===== config.mk =====
export PLATFORM = sky130hd
export DESIGN_NAME = servo_motion_sequencer_top
export DESIGN_NICKNAME = d
export VERILOG_FILES = /design/src/design/sms_pkg.sv /design/src/design/sms_front.sv /design/src/design/sms_back.sv /design/src/design/servo_motion_sequencer_top.sv
export SDC_FILE = /design/constraint.sdc
export NUM_CORES = 1
export LEC_CHECK = 0
export BUFFER_PORTS_ARGS = -buffer_cell sky130_fd_sc_hd__buf_2
export CORE_MARGIN = 5
export CORE_UTILIZATION = 55
export CTS_CLUSTER_DIAMETER = 40
export DETAILED_ROUTE_END_ITERATION = 16
export PLACE_DENSITY = 0.73
export SYNTH_ARGS = -nofsm -noshare
export SYNTH_HDL_FRONTEND = slang
export SYNTH_HIERARCHICAL = 1
export SYNTH_SLANG_ARGS = --single-unit
export TNS_END_PERCENT = 100

===== constraint.sdc =====
create_clock -name clk -period 8.2 [get_ports clk]
set_clock_uncertainty 0.1 [all_clocks]
set_input_delay 0.82 -clock clk [delete_from_list [all_inputs] [get_ports clk]]
set_output_delay 0.82 -clock clk [all_outputs]
set_load 0.02 [all_outputs]

===== src/design/sms_pkg.sv =====
// Shared types and constants for the servo motion sequencer.
// Used by sms_front, sms_back and servo_motion_sequencer_top; depends on nothing.
package sms_pkg;

    // Command codes carried in the command field.
    localparam logic [1:0] CMD_BEGIN = 2'd0;
    localparam logic [1:0] CMD_MOVE  = 2'd1;
    localparam logic [1:0] CMD_RESET = 2'd2;

    // Configuration register indexes.
    localparam logic [1:0] CFG_MIN_POS     = 2'd0;
    localparam logic [1:0] CFG_MAX_POS     = 2'd1;
    localparam logic [1:0] CFG_LOOP_ENABLE = 2'd2;
    localparam logic [1:0] CFG_MIN_DELAY   = 2'd3;

    localparam logic [7:0]  RST_MIN_POS   = 8'd0;
    localparam logic [7:0]  RST_MAX_POS   = 8'd180;
    localparam logic [15:0] RST_MIN_DELAY = 16'd0;

    // Queue between the front and back parts.
    localparam int          Q_DEPTH = 4;
    localparam int          Q_AW    = 2;
    localparam int          Q_CW    = 3;
    localparam logic [Q_CW-1:0] Q_FULL = 3'd4;

    typedef enum logic [2:0] {
        ST_STANDBY = 3'd0,
        ST_INIT    = 3'd1,
        ST_ACTION  = 3'd2,
        ST_HALT    = 3'd3,
        ST_ERROR   = 3'd4
    } fsm_state_t;

    typedef struct packed {
        logic [1:0]  command;
        logic [7:0]  target_pos;
        logic [15:0] step_delay;
        logic [31:0] now;
    } in_item_t;

    typedef struct packed {
        logic [2:0] machine_state;
        logic [7:0] position;
        logic [7:0] running_action;
        logic [7:0] action_total;
    } out_item_t;

    // Command after classification by the front part.
    typedef struct packed {
        logic        is_begin;
        logic        is_move;
        logic        is_reset;
        logic [7:0]  target_pos;
        logic [15:0] step_delay;
        logic [31:0] now;
    } q_item_t;

    typedef struct packed {
        logic [7:0]  min_pos;
        logic [7:0]  max_pos;
        logic        loop_enable;
        logic [15:0] min_delay;
    } cfg_t;

endpackage


===== src/design/sms_front.sv =====
// Front part: accepts commands, classifies them and holds them in a short queue.
// Depends on sms_pkg.
module sms_front
    import sms_pkg::*;
(
    input  logic     clk,
    input  logic     rst_n,
    input  logic     in_valid,
    output logic     in_stall,
    input  in_item_t in_data,
    output logic     q_valid,
    input  logic     q_pop,
    output q_item_t  q_item
);

    q_item_t         queue_reg [Q_DEPTH];
    logic [Q_AW-1:0] wr_ptr_reg;
    logic [Q_AW-1:0] wr_ptr_next;
    logic [Q_AW-1:0] rd_ptr_reg;
    logic [Q_AW-1:0] rd_ptr_next;
    logic [Q_CW-1:0] count_reg;
    logic [Q_CW-1:0] count_next;
    logic            push;
    logic            pop;
    q_item_t         classified;

    always_comb
    begin
        classified.is_begin   = (in_data.command == CMD_BEGIN);
        classified.is_move    = (in_data.command == CMD_MOVE);
        classified.is_reset   = (in_data.command == CMD_RESET);
        classified.target_pos = in_data.target_pos;
        classified.step_delay = in_data.step_delay;
        classified.now        = in_data.now;
    end

    assign in_stall = (count_reg == Q_FULL);
    assign q_valid  = (count_reg != '0);
    assign q_item   = queue_reg[rd_ptr_reg];
    assign push     = in_valid && !in_stall;
    assign pop      = q_pop && q_valid;

    always_comb
    begin
        wr_ptr_next = push ? wr_ptr_reg + 1'b1 : wr_ptr_reg;
        rd_ptr_next = pop ? rd_ptr_reg + 1'b1 : rd_ptr_reg;
        count_next  = count_reg;
        if (push && !pop)
        begin
            count_next = count_reg + 1'b1;
        end
        else if (pop && !push)
        begin
            count_next = count_reg - 1'b1;
        end
    end

    always_ff @(posedge clk)
    begin
        if (push)
        begin
            queue_reg[wr_ptr_reg] <= classified;
        end
    end

    always_ff @(posedge clk or negedge rst_n)
    begin
        if (!rst_n)
        begin
            wr_ptr_reg <= '0;
            rd_ptr_reg <= '0;
            count_reg  <= '0;
        end
        else
        begin
            wr_ptr_reg <= wr_ptr_next;
            rd_ptr_reg <= rd_ptr_next;
            count_reg  <= count_next;
        end
    end

endmodule


===== src/design/sms_back.sv =====
// Back part: runs the sequencer state machine on queued commands and
// holds the result register. Depends on sms_pkg.
module sms_back
    import sms_pkg::*;
#(
    parameter int MAX_ACTIONS = 255,
    parameter int TIMER_BITS  = 32
)
(
    input  logic      clk,
    input  logic      rst_n,
    input  cfg_t      cfg,
    input  logic      q_valid,
    output logic      q_pop,
    input  q_item_t   q_item,
    output logic      out_valid,
    input  logic      out_stall,
    output out_item_t out_data
);

    localparam logic [7:0] COUNT_CAP = (MAX_ACTIONS < 255) ? 8'(MAX_ACTIONS) : 8'd255;
    localparam int         CW        = (TIMER_BITS > 16) ? TIMER_BITS : 16;

    fsm_state_t            state_reg;
    fsm_state_t            state_next;
    logic [7:0]            pos_reg;
    logic [7:0]            pos_next;
    logic [TIMER_BITS-1:0] last_reg;
    logic [TIMER_BITS-1:0] last_next;
    logic [7:0]            call_reg;
    logic [7:0]            call_next;
    logic [7:0]            active_reg;
    logic [7:0]            active_next;
    logic [7:0]            count_reg;
    logic [7:0]            count_next;
    logic                  out_valid_reg;
    out_item_t             out_reg;
    out_item_t             result;

    logic                  pop;
    logic                  turn;
    logic                  at_target;
    logic [7:0]            adv;
    logic                  list_done;
    logic [15:0]           held_delay;
    logic [TIMER_BITS-1:0] now_t;
    logic [TIMER_BITS-1:0] elapsed;
    logic                  step_due;
    logic [7:0]            stepped;
    logic [7:0]            clamped;

    generate
        if (TIMER_BITS <= 32)
        begin : g_now_narrow
            assign now_t = q_item.now[TIMER_BITS-1:0];
        end
        else
        begin : g_now_wide
            assign now_t = TIMER_BITS'(q_item.now);
        end
    endgenerate

    assign pop       = q_valid && (!out_valid_reg || !out_stall);
    assign q_pop     = pop;
    assign out_valid = out_valid_reg;
    assign out_data  = out_reg;

    // Shared decode of the queued command against the current state.
    always_comb
    begin
        turn       = q_item.is_move && (state_reg == ST_ACTION) && (active_reg == call_reg);
        at_target  = (pos_reg == q_item.target_pos);
        adv        = (active_reg != 8'hFF) ? active_reg + 8'd1 : active_reg;
        list_done  = (adv >= count_reg);
        held_delay = (q_item.step_delay < cfg.min_delay) ? cfg.min_delay : q_item.step_delay;
        elapsed    = now_t - last_reg;
        step_due   = (CW'(elapsed) >= CW'(held_delay));
        stepped    = (pos_reg < q_item.target_pos) ? pos_reg + 8'd1 : pos_reg - 8'd1;
        if (stepped < cfg.min_pos)
        begin
            clamped = cfg.min_pos;
        end
        else if (stepped > cfg.max_pos)
        begin
            clamped = cfg.max_pos;
        end
        else
        begin
            clamped = stepped;
        end
    end

    // Next state.
    always_comb
    begin
        state_next = state_reg;
        if (q_item.is_begin)
        begin
            case (state_reg)
                ST_STANDBY: state_next = ST_INIT;
                ST_INIT:    state_next = (count_reg == 8'd0) ? ST_ERROR : ST_ACTION;
                default:    state_next = state_reg;
            endcase
        end
        else if (turn && at_target)
        begin
            if (!list_done)
            begin
                state_next = ST_ACTION;
            end
            else if (cfg.loop_enable)
            begin
                state_next = (count_reg == 8'd0) ? ST_ERROR : ST_ACTION;
            end
            else
            begin
                state_next = ST_HALT;
            end
        end
        else if (q_item.is_reset && (state_reg == ST_HALT))
        begin
            state_next = ST_STANDBY;
        end
    end

    // Counters, position and result.
    always_comb
    begin
        call_next   = call_reg;
        count_next  = count_reg;
        active_next = active_reg;
        pos_next    = pos_reg;
        last_next   = last_reg;

        if (q_item.is_begin)
        begin
            call_next = 8'd0;
            if ((state_reg == ST_INIT) && (count_reg != 8'd0))
            begin
                active_next = 8'd0;
            end
        end

        if (q_item.is_move)
        begin
            call_next = (call_reg != 8'hFF) ? call_reg + 8'd1 : call_reg;
            if ((state_reg == ST_INIT) && (count_reg < COUNT_CAP))
            begin
                count_next = count_reg + 8'd1;
            end
            if (turn && at_target)
            begin
                active_next = adv;
                if (list_done && cfg.loop_enable && (count_reg != 8'd0))
                begin
                    active_next = 8'd0;
                end
            end
            else if (turn && step_due)
            begin
                pos_next  = clamped;
                last_next = now_t;
            end
        end

        if (q_item.is_reset && (state_reg == ST_HALT))
        begin
            active_next = 8'd0;
            count_next  = 8'd0;
        end

        result.machine_state  = state_next;
        result.position       = pos_next;
        result.running_action = active_next;
        result.action_total   = count_next;
    end

    always_ff @(posedge clk)
    begin
        if (pop)
        begin
            out_reg <= result;
        end
    end

    always_ff @(posedge clk or negedge rst_n)
    begin
        if (!rst_n)
        begin
            state_reg     <= ST_STANDBY;
            pos_reg       <= '0;
            last_reg      <= '0;
            call_reg      <= '0;
            active_reg    <= '0;
            count_reg     <= '0;
            out_valid_reg <= 1'b0;
        end
        else
        begin
            if (pop)
            begin
                state_reg  <= state_next;
                pos_reg    <= pos_next;
                last_reg   <= last_next;
                call_reg   <= call_next;
                active_reg <= active_next;
                count_reg  <= count_next;
            end
            if (pop)
            begin
                out_valid_reg <= 1'b1;
            end
            else if (!out_stall)
            begin
                out_valid_reg <= 1'b0;
            end
        end
    end

endmodule


===== src/design/servo_motion_sequencer_top.sv =====
// Top level of the servo motion sequencer: configuration registers, front and back parts.
// Depends on sms_pkg, sms_front and sms_back.
//
//  Channel   Signals                        Carries
//  --------  -----------------------------  -----------------------------------------
//  input     in_valid, in_stall, in_data    one command (begin, move or reset)
//  output    out_valid, out_stall, out_data one status word per command
//  config    cfg_write, cfg_index, cfg_data register write, no read-back
//
// One command is taken every cycle while in_stall is low; it is written into the queue and
// its result is registered in the back part. The state update in the back part sets that
// rate, behind a four-entry queue. in_stall rises only when the queue is full, which needs
// out_stall held. After rst_n the state is standby and the registers hold their reset values.
module servo_motion_sequencer_top
    import sms_pkg::*;
#(
    parameter int MAX_ACTIONS = 255,
    parameter int TIMER_BITS  = 32
)
(
    input  logic      clk,
    input  logic      rst_n,
    input  logic      in_valid,
    output logic      in_stall,
    input  in_item_t  in_data,
    output logic      out_valid,
    input  logic      out_stall,
    output out_item_t out_data,
    input  logic      cfg_write,
    input  logic [1:0]  cfg_index,
    input  logic [15:0] cfg_data
);

    cfg_t    cfg_reg;
    logic    q_valid;
    logic    q_pop;
    q_item_t q_item;

    always_ff @(posedge clk or negedge rst_n)
    begin
        if (!rst_n)
        begin
            cfg_reg.min_pos     <= RST_MIN_POS;
            cfg_reg.max_pos     <= RST_MAX_POS;
            cfg_reg.loop_enable <= 1'b0;
            cfg_reg.min_delay   <= RST_MIN_DELAY;
        end
        else if (cfg_write)
        begin
            case (cfg_index)
                CFG_MIN_POS:     cfg_reg.min_pos     <= cfg_data[7:0];
                CFG_MAX_POS:     cfg_reg.max_pos     <= cfg_data[7:0];
                CFG_LOOP_ENABLE: cfg_reg.loop_enable <= cfg_data[0];
                CFG_MIN_DELAY:   cfg_reg.min_delay   <= cfg_data;
                default:         cfg_reg             <= cfg_reg;
            endcase
        end
    end

    sms_front u_front
    (
        .clk      (clk),
        .rst_n    (rst_n),
        .in_valid (in_valid),
        .in_stall (in_stall),
        .in_data  (in_data),
        .q_valid  (q_valid),
        .q_pop    (q_pop),
        .q_item   (q_item)
    );

    sms_back #(
        .MAX_ACTIONS (MAX_ACTIONS),
        .TIMER_BITS  (TIMER_BITS)
    ) u_back
    (
        .clk       (clk),
        .rst_n     (rst_n),
        .cfg       (cfg_reg),
        .q_valid   (q_valid),
        .q_pop     (q_pop),
        .q_item    (q_item),
        .out_valid (out_valid),
        .out_stall (out_stall),
        .out_data  (out_data)
    );

`ifndef ASSERT_OFF
    // While running, the active action always lies inside the counted list.
    a_active_in_list: assert property (@(posedge clk) disable iff (!rst_n)
        out_valid && (out_data.machine_state == ST_ACTION)
        |-> (out_data.running_action < out_data.action_total))
        else $error("active action beyond the counted list");

    // The error state is only reached with an empty list.
    a_error_empty: assert property (@(posedge clk) disable iff (!rst_n)
        out_valid && (out_data.machine_state == ST_ERROR) |-> (out_data.action_total == 8'd0))
        else $error("error state with a non-empty list");

    // Standby always comes with cleared counters.
    a_standby_clear: assert property (@(posedge clk) disable iff (!rst_n)
        out_valid && (out_data.machine_state == ST_STANDBY)
        |-> ((out_data.action_total == 8'd0) && (out_data.running_action == 8'd0)))
        else $error("standby with counters not cleared");
`endif

endmodule


---- After elaboration in Yosys (flattened, before gate mapping) ----
Memory sizes are Yosys's and may differ from the RTL's.
Cells that the tools add are included.
storage, ports and cells
  flip-flop bits (word level) ............. 135
  memories ................................ 1
  output and inout bits ................... 29
  word-level logic and storage cells ...... 119
  input bits .............................. 81
  memory bits (writable) .................. 236
memories
  name               words  bits a word  read ports  clocked after Yosys merged registers in  wr ports  RTL line         source
  u_front.queue_reg  4      59           1           0                                        1         sms_front.sv:16  q_item_t queue_reg [Q_DEPTH];
operators by class
  bitwise logic cells ..................... 1
  add/subtract/negate cells ............... 10
  multiplexer cells ....................... 33
  equality and inequality tests ........... 15
  $lt $le $gt $ge ......................... 7
  reduce and logical (&&, ||, !) cells .... 34
operators by type and width
  kind                 number
  $mux 8               19
  $add 8x1->8 const B  4
  $ge 32x16->1         1
  $sub 32x32->32       1
  $mux 3               8
  $eq 8x8->1           2
  $lt 16x16->1         1
  $lt 8x8->1           2
  $mux 16              1
  $ne 8x8->1 const B   2
  $logic_and 1x1->1    14
  $ge 8x8->1           1
  $gt 8x8->1           1
  $logic_not 8->1      1
  $lt 8x8->1 const B   1
  $reduce_and 2->1     4
  $reduce_bool 8->1    1
  $sub 8x1->8 const B  1
  $eq 2x2->1 const B   3
  $eq 3x2->1 const B   2
  $pmux 3 s2           1
  $logic_not 1->1      5
  $add 2x1->2 const B  2
  $eq 2x1->1 const B   2
  15 further kinds     20

---- Longest topological paths before layout ----
  depth in word-level cells ............... 9
  gate-level depth with buffers ........... 28
  gate-level depth less buffers ........... 24

---- Hierarchy ----
Netlist, hierarchy kept.
by module, submodules not included
  module                      seq. area each (µm²)  times used  area each (µm²)  cells an instance
  sms_front                   7,262.0               1           9,022.4          347
  sms_back                    2,512.4               1           8,541.9          994
  servo_motion_sequencer_top  830.8                 1           1,268.7          71

---- Worst setup path after synthesis ----
Ideal clock, no wire load.
  path kind ............................... reg2reg
  start ................................... register u_front.rd_ptr_reg[0]
  end ..................................... register u_back.last_reg[14]
  setup slack ............................. 2,035 ps
  cell stages (with the launch flop) ...... 28
  data required time ...................... 7,975 ps
  library setup time ...................... 125 ps
  path buffers ............................ 5
  clock period less this slack ............ 6,165 ps
  arrival time ............................ 5,940 ps
  cells stage by stage .................... dfrtp_1 -> buf_6 -> buf_12 -> mux4_2 -> ha_1 -> a21o_1 -> a21oi_1 -> nor2b_1 -> o21ai_0 -> nand2b_1 -> a2111oi_0 -> o21ai_1 -> clkbuf_1 -> nor2_1 -> a21oi_1 -> ha_1 -> a211o_1 -> a31oi_1 -> nor3_1 -> nor4_1 -> o32ai_1 -> a2111o_1 -> or4_4 -> a2111oi_4 -> a211oi_1 -> buf_4 -> buf_6 -> mux2_4
RTL lines
  element                 RTL line         source
  from (decl)             sms_front.sv:19  logic [Q_AW-1:0] rd_ptr_reg;
  from (signal assigned)  sms_front.sv:77  rd_ptr_reg <= rd_ptr_next;
  to (signal assigned)    sms_back.sv:204  last_reg <= last_next;
  to (decl)               sms_back.sv:28   logic [TIMER_BITS-1:0] last_reg;

==> impl_results.md <==
* Status: finished, final reports clean
* Rows at 67
* Final Cell Area at 0.0215 mm^2
* CTS Buffer Depth at 3
* Most frequent cells in the layout: edfxtp_1 (263), ha_1 (109), buf_2 (108)
* Total number of yosys warnings at 6
* Area growth from synthesis to layout at 14.0%
* RSZ-0062 raised after global routing: false
* Syn Area/Cell at 13.3 um^2
* H-tree level count at 2
* Leakage at 8.49 nW
* Syn nets at 1605
* Pwr Total at 0.00939 W
* Cells after Synth at 1412
* Worst Hold Class: input pin to asynchronous set/reset pin
* Period utilization at 88.0%
* Critical Path Sink Type: register
* # DRC at 0
* Die Ht at 195 um
* CTS sink cnt at 371
* Reg2Reg Setup Slack at 0.98 ns
* Clock Tree Root: clkbuf_16
* Commonest non-fill, non-tap cell in the layout: edfxtp_1
* Crit path to: u_back/last_reg[28]
* Post-Route Setup TNS at 0 ns
* Vias at 11800
* R2r startpoint: u_front/rd_ptr_reg[0]
* Detailed Routing Iterations Pass 1 at 5
* Post-CTS sizing at 0
* Critical Path RT at 8.53 ns
* CTS tree: yes
* Ys flop type: edfxtp_1
* Pwr Density at 438 mW/mm^2
* F_max at 139 MHz
* Die area at 0.0380 mm^2
* Die width at 195 um
* # IOs at 110
* Starting Density at 55.9%
* Slew margin rel. at 24.1%
* Post-synthesis async set-or-reset flop share at 29.1%
* Number of vias per cell at 5.84
* Worst slew pin tran at 1.14 ns
* Worst skew pair latency at 0.57 ns
* Post-Route WL at 41.1 mm
* EDFF count, synth at 263
* Cell variety after synth at 77
* Fill count at 2551
* Drt wl/cell at 20.3 um
* Max Cap Viol at 0
* Slew Limit Fails at 0
* Initial DRC count at 696
* Final Net Count at 1723
* Setup crit start: u_front/rd_ptr_reg[0]
* Kind of critical path: register to register
* Layout cell share with drive strength beyond 1 at 23.6%
* # setup viols final at 0
* Hold Slack at 0.213 ns
* Placed Area at 0.0197 mm^2
* Max reg flops at 236
* Flops & latches, synth at 371
* Number of global-route vias before repair at 12300
* Clock-pin slew on the worst setup and hold paths at 0.06 ns
* Largest net degree at the start of global routing at 60
* GPL Wtd Cong at 0.930
* Reg2Reg Capture Point: u_back/last_reg[28]
* Mapped cell area at 0.0188 mm^2
* Initial antenna violation count at 4
* Hold_buf cts at 0
* Wire length of the first global-routing pass at 67.1 mm
* Crit path DAT at 7.55 ns
* Routed Antenna Nets at 0
* PortBufs at 109
* VDD IR max at 0.000235 V
* Remaining Overflow, GRT at 0
* Final Hold Viols at 0
* Overall Global Routing Usage at 21.9%
* Crit path launch type: register
* Hpwl dp at 29.2 mm
* Total CTS buffers at 49
* Post-CTS setup buffers at 0
* Seq/Total Area, Yosys at 56.3%
* Worst Path Max Fanout at 53
* Minimum clock period at 7.22 ns
* Worst Reg2Reg Path Length in Cells at 20
* Core area at 0.0337 mm^2
[Yosys cell counts (10+ instances only)]
library cell / count / area share [%]
a21o_1: 27 / 1.1
a21oi_1: 87 / 2.3
buf_2: 13 / 0.35
clkbuf_1: 30 / 0.60
dfrtp_1: 104 / 14
edfxtp_1: 263 / 42
ha_1: 109 / 7.2
inv_1: 99 / 2.0
mux2_2: 67 / 4.0
mux2_4: 11 / 0.88
mux2i_1: 13 / 0.69
mux4_2: 58 / 6.9
nand2_1: 84 / 1.7
nand2b_1: 11 / 0.37
nand3_1: 21 / 0.56
nand4_1: 24 / 0.80
nor2_1: 85 / 1.7
nor2b_1: 18 / 0.60
nor3_1: 16 / 0.43
o21a_1: 10 / 0.40
o21ai_0: 49 / 1.3
o31ai_1: 11 / 0.44
xnor2_1: 36 / 1.7
xor2_1: 13 / 0.60
[power by group]
| part | switching, W | internal (W) | total (W) |
|---|---|---|---|
| combinational | 0.00266 | 0.00188 | 0.00454 |
| clock | 0.000855 | 0.00133 | 0.00219 |
| sequential | 0.000203 | 0.00247 | 0.00267 |
| total | 0.00372 | 0.00568 | 0.00939 |
[how the worst min path moves through the flow]
stage	start	cells after the start	slack, ns	endpoint
floorplan	u_front/count_reg[2]	1	0.35	u_front/count_reg[2]
CTS	rst_n	1	0.23	u_back/last_reg[15]
global placement	u_front/count_reg[2]	1	0.37	u_front/count_reg[2]
detailed placement	u_front/count_reg[2]	1	0.36	u_front/count_reg[2]
finish	rst_n	1	0.21	u_back/last_reg[15]
global route	rst_n	1	0.26	u_back/last_reg[15]
[cell families (layout without fill, tap and decap cells)]
group | Yosys count | count (layout) | share of synthesized area (%)
AOI/OAI and AO/OA | 261 | 261 | 8.90
xor gates and xnor gates | 49 | 49 | 2.28
adders and majority gates | 112 | 112 | 7.56
buffers and inverters | 154 | 313 | 3.85
DFF | 371 | 371 | 56.3
muxes | 154 | 154 | 12.9
other | 0 | 3 | 0
and+or+nand+nor | 311 | 311 | 8.21
[per-layer routing]
metal | vias up | global-route usage [%] | wire [um]
met3 | 70 | 4.29 | 2310
met1 | 5851 | 30.8 | 18500
met5 | - | 0 | 21
li1 | 5561 | - | -
met4 | 4 | 6.59 | 1010
met2 | 323 | 34.9 | 19200
[through the flow]
stage          utilization (%)  worst slack (ns)  std cells
2_1_floorplan                -              2.03       1412
3_3_place_gp              58.5              1.13       1927
3_5_place_dp              58.5             0.986       1927
4_1_cts                   63.7             0.935       2019
5_1_grt                   63.7             0.410       2021
6_report                  63.7             0.983       2022
[worst max-delay path, cell delays in order, from the launching register on]
cell	delay (ns)
dfrtp_4	0.55
buf_12	0.42
mux4_2	0.61
ha_1	0.31
nand4_1	0.10
nor2_1	0.14
o2111ai_1	0.14
o21ai_2	0.89
mux2_2	0.43
ha_1	0.26
nand2b_1	0.13
a31oi_1	0.15
nor3_1	0.07
nor4_1	0.30
o32ai_1	0.15
a2111o_1	0.35
or4_4	0.56
a2111oi_4	0.44
a211oi_4	0.20
buf_4	0.35
mux2_1	0.37
[cell type report]
class,count,area (um^2),area share (%)
Sequential cell,371,10600,49.4
Multi-Input combinational cell,887,7520,35.1
Clock buffer,57,1300,6.05
Timing Repair Buffer,122,658,3.07
Tap cell,448,561,2.61
Clock inverter,35,433,2.02
Inverter,99,372,1.73
Antenna cell,3,7.51,0.0350
No activity file was read; power rests on OpenSTA's default activity.
